[src/rational_arithmetic_unit_defines.svh]
// Assertion macros shared by the rational arithmetic unit.
`ifndef RATIONAL_ARITHMETIC_UNIT_DEFINES_SVH
`define RATIONAL_ARITHMETIC_UNIT_DEFINES_SVH

// Assert that an implication holds on every clock edge outside reset.
`define RAU_ASSERT_IMPL(label, ante, cons, msg) \
    label: assert property (@(posedge aclk) disable iff (!aresetn) (ante) |-> (cons)) \
        else $error(msg);

// Assert that an implication holds in the cycle after its antecedent.
`define RAU_ASSERT_NEXT(label, ante, cons, msg) \
    label: assert property (@(posedge aclk) disable iff (!aresetn) (ante) |=> (cons)) \
        else $error(msg);

`endif

[src/rau_pkg.sv]
// Package with types, codes and constants of the rational arithmetic unit.
package rau_pkg;

    localparam int WORD_BITS = 32;
    localparam int CNT_BITS  = $clog2(WORD_BITS + 1);

    typedef logic signed [WORD_BITS-1:0] word_t;

    typedef enum logic [2:0] {
        KIND_ADD  = 3'd0,
        KIND_SUB  = 3'd1,
        KIND_REM  = 3'd2,
        KIND_MUL  = 3'd3,
        KIND_IMUL = 3'd4,
        KIND_INV  = 3'd5,
        KIND_NORM = 3'd6,
        KIND_RSVD = 3'd7
    } kind_t;

    typedef struct packed {
        kind_t kind;
        word_t a_num;
        word_t a_den;
        word_t b_num;
        word_t b_den;
    } req_t;

    typedef struct packed {
        word_t res_num;
        word_t res_den;
        logic  div_error;
    } resp_t;

    // Divider command and status between the sequencer and the divider.
    typedef struct packed {
        logic  start;
        word_t dividend;
        word_t divisor;
    } div_cmd_t;

    typedef struct packed {
        logic  done;
        word_t quot;
        word_t rem;
    } div_sts_t;

    typedef enum logic [4:0] {
        ST_IDLE,
        ST_LCM_CHK,
        ST_GCD_STEP,
        ST_GCD_WAIT,
        ST_LCM_DIV,
        ST_LCM_DIVW,
        ST_LCM_MUL,
        ST_M1_DIV,
        ST_M1_DIVW,
        ST_M2_DIV,
        ST_M2_DIVW,
        ST_COMBINE,
        ST_REM_DIVW,
        ST_NORM_CHK,
        ST_NDIV,
        ST_NDIVW,
        ST_DDIV,
        ST_DDIVW,
        ST_NFIX,
        ST_MUL2,
        ST_DONE
    } state_t;

    // Where a gcd finishes, the sequencer continues.
    typedef enum logic [1:0] {
        GCD_FOR_LCM,
        GCD_FOR_NORM
    } gcd_use_t;

    function automatic word_t wneg(input word_t a);
        wneg = word_t'(-a);
    endfunction

endpackage

[src/rau_divider.sv]
// Restoring divider with C truncating semantics, one quotient bit per cycle.
module rau_divider
    import rau_pkg::*;
(
    input  logic     aclk,
    input  logic     aresetn,
    input  div_cmd_t cmd,
    output div_sts_t sts
);

    logic                 busy_reg, busy_next;
    logic                 done_reg, done_next;
    logic [CNT_BITS-1:0]  cnt_reg, cnt_next;
    logic [WORD_BITS-1:0] quo_reg, quo_next;
    logic [WORD_BITS-1:0] rem_reg, rem_next;
    logic [WORD_BITS-1:0] dvs_reg, dvs_next;
    logic                 qneg_reg, qneg_next;
    logic                 rneg_reg, rneg_next;
    logic                 byp_reg, byp_next;
    word_t                bq_reg, bq_next;
    word_t                br_reg, br_next;

    logic [WORD_BITS-1:0] mag_a, mag_b;
    logic [WORD_BITS:0]   trial;
    logic [WORD_BITS-1:0] shifted;

    // Shift-subtract step and special-case capture at start.
    always_comb begin
        busy_next = busy_reg;
        done_next = 1'b0;
        cnt_next  = cnt_reg;
        quo_next  = quo_reg;
        rem_next  = rem_reg;
        dvs_next  = dvs_reg;
        qneg_next = qneg_reg;
        rneg_next = rneg_reg;
        byp_next  = byp_reg;
        bq_next   = bq_reg;
        br_next   = br_reg;
        mag_a     = cmd.dividend[WORD_BITS-1] ? WORD_BITS'(-cmd.dividend) : cmd.dividend;
        mag_b     = cmd.divisor[WORD_BITS-1] ? WORD_BITS'(-cmd.divisor) : cmd.divisor;
        shifted   = {rem_reg[WORD_BITS-2:0], quo_reg[WORD_BITS-1]};
        trial     = {1'b0, shifted} - {1'b0, dvs_reg};
        if (cmd.start) begin
            busy_next = 1'b1;
            cnt_next  = CNT_BITS'(WORD_BITS);
            quo_next  = mag_a;
            rem_next  = '0;
            dvs_next  = mag_b;
            qneg_next = cmd.dividend[WORD_BITS-1] ^ cmd.divisor[WORD_BITS-1];
            rneg_next = cmd.dividend[WORD_BITS-1];
            byp_next  = 1'b0;
            if (cmd.divisor == '0) begin
                byp_next = 1'b1;
                bq_next  = '0;
                br_next  = cmd.dividend;
                cnt_next = '0;
            end else if (cmd.divisor == '1) begin
                byp_next = 1'b1;
                bq_next  = wneg(cmd.dividend);
                br_next  = '0;
                cnt_next = '0;
            end
        end else if (busy_reg) begin
            if (cnt_reg == '0) begin
                busy_next = 1'b0;
                done_next = 1'b1;
            end else begin
                cnt_next = cnt_reg - 1'b1;
                if (!trial[WORD_BITS]) begin
                    rem_next = trial[WORD_BITS-1:0];
                    quo_next = {quo_reg[WORD_BITS-2:0], 1'b1};
                end else begin
                    rem_next = shifted;
                    quo_next = {quo_reg[WORD_BITS-2:0], 1'b0};
                end
            end
        end
    end

    always_ff @(posedge aclk) begin
        if (!aresetn) begin
            busy_reg <= 1'b0;
            done_reg <= 1'b0;
            cnt_reg  <= '0;
        end else begin
            busy_reg <= busy_next;
            done_reg <= done_next;
            cnt_reg  <= cnt_next;
        end
        quo_reg  <= quo_next;
        rem_reg  <= rem_next;
        dvs_reg  <= dvs_next;
        qneg_reg <= qneg_next;
        rneg_reg <= rneg_next;
        byp_reg  <= byp_next;
        bq_reg   <= bq_next;
        br_reg   <= br_next;
    end

    // Apply signs to the magnitudes or hand out the special-case result.
    always_comb begin
        sts.done = done_reg;
        if (byp_reg) begin
            sts.quot = bq_reg;
            sts.rem  = br_reg;
        end else begin
            sts.quot = qneg_reg ? wneg(word_t'(quo_reg)) : word_t'(quo_reg);
            sts.rem  = rneg_reg ? wneg(word_t'(rem_reg)) : word_t'(rem_reg);
        end
    end

endmodule

[config.mk]
export PLATFORM = sky130hd
export DESIGN_NAME = rau_divider
export DESIGN_NICKNAME = d
export VERILOG_FILES = /design/src/rational_arithmetic_unit_defines.svh /design/src/rau_pkg.sv /design/src/rau_divider.sv
export SDC_FILE = /design/constraint.sdc
export NUM_CORES = 1
export LEC_CHECK = 0
export ABC_CLOCK_PERIOD_IN_PS = 4800
export BUFFER_PORTS_ARGS = -buffer_cell sky130_fd_sc_hd__buf_2
export CAP_MARGIN = 20
export CORE_ASPECT_RATIO = 1.25
export CORE_MARGIN = 3
export CORE_UTILIZATION = 40
export DETAILED_ROUTE_END_ITERATION = 16
export PLACE_DENSITY_LB_ADDON = 0.2
export SLEW_MARGIN = 0
export SYNTH_ARGS = -nofsm -noshare
export SYNTH_HDL_FRONTEND = slang
export SYNTH_SLANG_ARGS = --single-unit
[constraint.sdc]
create_clock -name aclk -period 4.8 [get_ports aclk]
set_clock_uncertainty 0.15 [all_clocks]
set_input_delay 0.48 -clock aclk [delete_from_list [all_inputs] [get_ports aclk]]
set_output_delay 0.48 -clock aclk [all_outputs]
set_load 0.02 [all_outputs]
==> results.json <==
{
  "power_mw": 4.41,
  "synth_nets": 1481,
  "die_w_um": 161,
  "rows": 70,
  "drv_slew": 0,
  "worstMarginPinSlew_ns": 1.13,
  "fin_crit_sh": 0.930,
  "htree_num_levels": 4,
  "drt_iter0_drc": 663,
  "vias": 10100,
  "synth-seq-cells": 171,
  "antenna_found_initial": 0,
  "cts_tree": "yes",
  "grt_pass1_vias": 9807,
  "leakage_nw": 5.30,
  "clk_pin_slew_ns": 0.07,
  "max_freq_ghz": 0.224,
  "postCtsSetupRepairBufs": 0,
  "rsz0062_at_grt": "no",
  "maxCapViolations": 0,
  "place_congestion": 0.935,
  "p_sw_frac": 0.332,
  "critPathCapture": "sts[61]",
  "arrival_ns": 3.83,
  "ctsHoldBuffers": 0,
  "drive_above_1_share": 0.143,
  "grt_start_max_net_pins": 76,
  "nets": 1572,
  "power_density_mw_per_mm2": 327,
  "grt_pass1_wl_um": 52800,
  "avgSynthCellArea_um2": 8.71,
  "reg2reg_slack_ns": 1.12,
  "synthFlopType": "edfxtp_1",
  "initial_core_util": 0.408,
  "final_antenna_net_count": 0,
  "io_pins": 132,
  "outcome": "finished, final reports clean",
  "layout_commonest_cell": "nand2_1",
  "overflow": 0,
  "layout_common_cells": "189 x nand2_1, 141 x nor2_1, 131 x edfxtp_1",
  "final_util": 0.460,
  "fin_tns_setup_ns": 0,
  "core_area_mm2": 0.0293,
  "period_minus_slack_ns": 4.46,
  "area_growth_pct": 12.8,
  "path_class": "flop to output pin",
  "clkPwrFrac": 0.324,
  "drc_errors": 0,
  "p_switching_mw": 1.46,
  "drtPass1Iterations": 5,
  "grt_usage": 0.208,
  "viasPerCell": 5.41,
  "ys_seq_area_frac": 0.396,
  "syn-cell-area_mm2": 0.0120,
  "min_path_type": "primary input to flop",
  "cts_made_buffers": 17,
  "crit_start": "quo_reg[7]",
  "io_buffers": 131,
  "worstSetupEndpointType": "output pin",
  "worstReg2RegStart": "rem_reg[9]",
  "antenna_cells": 0,
  "synth.distinct_cells": 71,
  "worstReg2RegEnd": "rem_reg[31]",
  "cts.sinks": 171,
  "cp.required_ns": 4.17,
  "clockRootBuffer": "clkbuf_16",
  "synth_edf_count": 131,
  "critPathMaxFanout": 5,
  "fp.dieH_um": 199,
  "synth_warnings": 0,
  "synthArstFlopShare": 0,
  "seq_power_share": 0.413,
  "irDropWorstVdd_v": 0.000265,
  "cts_buffer_depth": 2,
  "post_drt_wl_per_cell_um": 17.9,
  "critPathLaunchType": "flop",
  "setup_viol": 0,
  "clk_latency_ns": 0.44,
  "finalHoldViolations": 0,
  "post-dp-hpwl_um": 25100,
  "combPwrFrac": 0.263,
  "r2r_cells": 9,
  "finalWirelength_um": 33600,
  "die_area_mm2": 0.0320,
  "syn-instance-count": 1373,
  "slew_headroom": 0.245,
  "internal_power_mw": 2.95,
  "ctsResizeCount": 0
}
-- metrics by stage --
step	instance area, um2	hold WS [ns]	setup slack [ns]	cells
after CTS	13500	0.119	0.376	1873
after global routing	13500	0.130	0.182	1873
after global placement	12900	0.349	0.778	1841
after detailed placement	12900	0.352	0.754	1841
after floorplan	12000	0.330	0.169	1373
final	13500	0.140	0.335	1873
-- routing by layer --
metal / vias up / wire, um / track usage
met5: - / 0 / 0
met4: 0 / 1120 / 0.0842
met3: 53 / 1410 / 0.0340
met2: 259 / 16800 / 0.367
met1: 4749 / 14300 / 0.255
li1: 5072 / - / -
-- Yosys cell counts (6+ instances only) --
cell type,instances,area share
o211ai_1,8,0.0050
inv_1,52,0.016
nand3_1,25,0.010
a21o_1,14,0.0088
or4_1,16,0.010
xnor2_1,68,0.050
and2_1,36,0.019
ha_1,40,0.042
o31ai_1,25,0.016
nor4_1,12,0.0063
a31oi_1,6,0.0031
dfxtp_1,40,0.067
o21ai_0,119,0.050
a21oi_1,74,0.031
nor2_1,141,0.044
o41ai_1,17,0.012
or3_2,6,0.0038
nand2b_1,9,0.0047
a311oi_1,20,0.015
a211oi_1,12,0.0075
or3_1,19,0.0099
xor2_1,105,0.077
buf_4,6,0.0038
nor2b_1,8,0.0042
nor3_1,24,0.010
nand2_1,189,0.059
or2_2,7,0.0037
clkbuf_1,58,0.018
nand4_1,14,0.0073
edfxtp_1,131,0.33
-- critical path: stages (launching register included) --
cell,delay (ns)
edfxtp_1,0.46
nor4_1,0.58
nand3_1,0.20
or4_1,0.53
or3_1,0.45
or3_1,0.41
o41ai_1,0.32
xor2_1,0.11
o21ai_0,0.15
buf_2,0.18
-- how the worst min path moves through the flow --
stage / startpoint / endpoint / slack [ns] / cells after the start
3_5_place_dp: cnt_reg[4] / cnt_reg[4] / 0.35 / 2
3_3_place_gp: cnt_reg[1] / cnt_reg[1] / 0.35 / 2
5_1_grt: cmd[0] / dvs_reg[0] / 0.13 / 1
2_1_floorplan: cnt_reg[4] / cnt_reg[4] / 0.33 / 2
6_report: cmd[0] / dvs_reg[0] / 0.14 / 1
4_1_cts: cmd[0] / dvs_reg[0] / 0.12 / 1
-- kinds of logic (layout without fill, tap and decap cells) --
kind of cell / count (synthesis) / in the layout / synth area share
AOI/OAI and AO/OA: 324 / 324 / 0.169
xor gates and xnor gates: 173 / 173 / 0.127
adders and majority gates: 41 / 41 / 0.0435
buffers and inverters: 129 / 233 / 0.0486
DFF: 171 / 171 / 0.396
muxes: 7 / 7 / 0.00617
and+or+nand+nor: 528 / 528 / 0.211
-- power by group through the flow --
stage	clock network, mW	logic, mW	registers (mW)
after CTS	1.46	1.16	1.82
after floorplan	0	0.834	1.79
after detailed placement	0	1.16	1.85
final	1.43	1.16	1.82
after global placement	0	1.15	1.85
after global routing	1.52	1.29	1.84
-- layout make-up --
type / instances / area (um2)
inverter: 52 / 195
clock inverter: 15 / 173
clock buffer: 17 / 425
fill: 2856 / 15800
sequential: 171 / 4730
timing repair buffer: 149 / 818
tap: 396 / 495
multi-input combinational: 1073 / 6650
No activity file was read; power rests on OpenSTA's default activity.
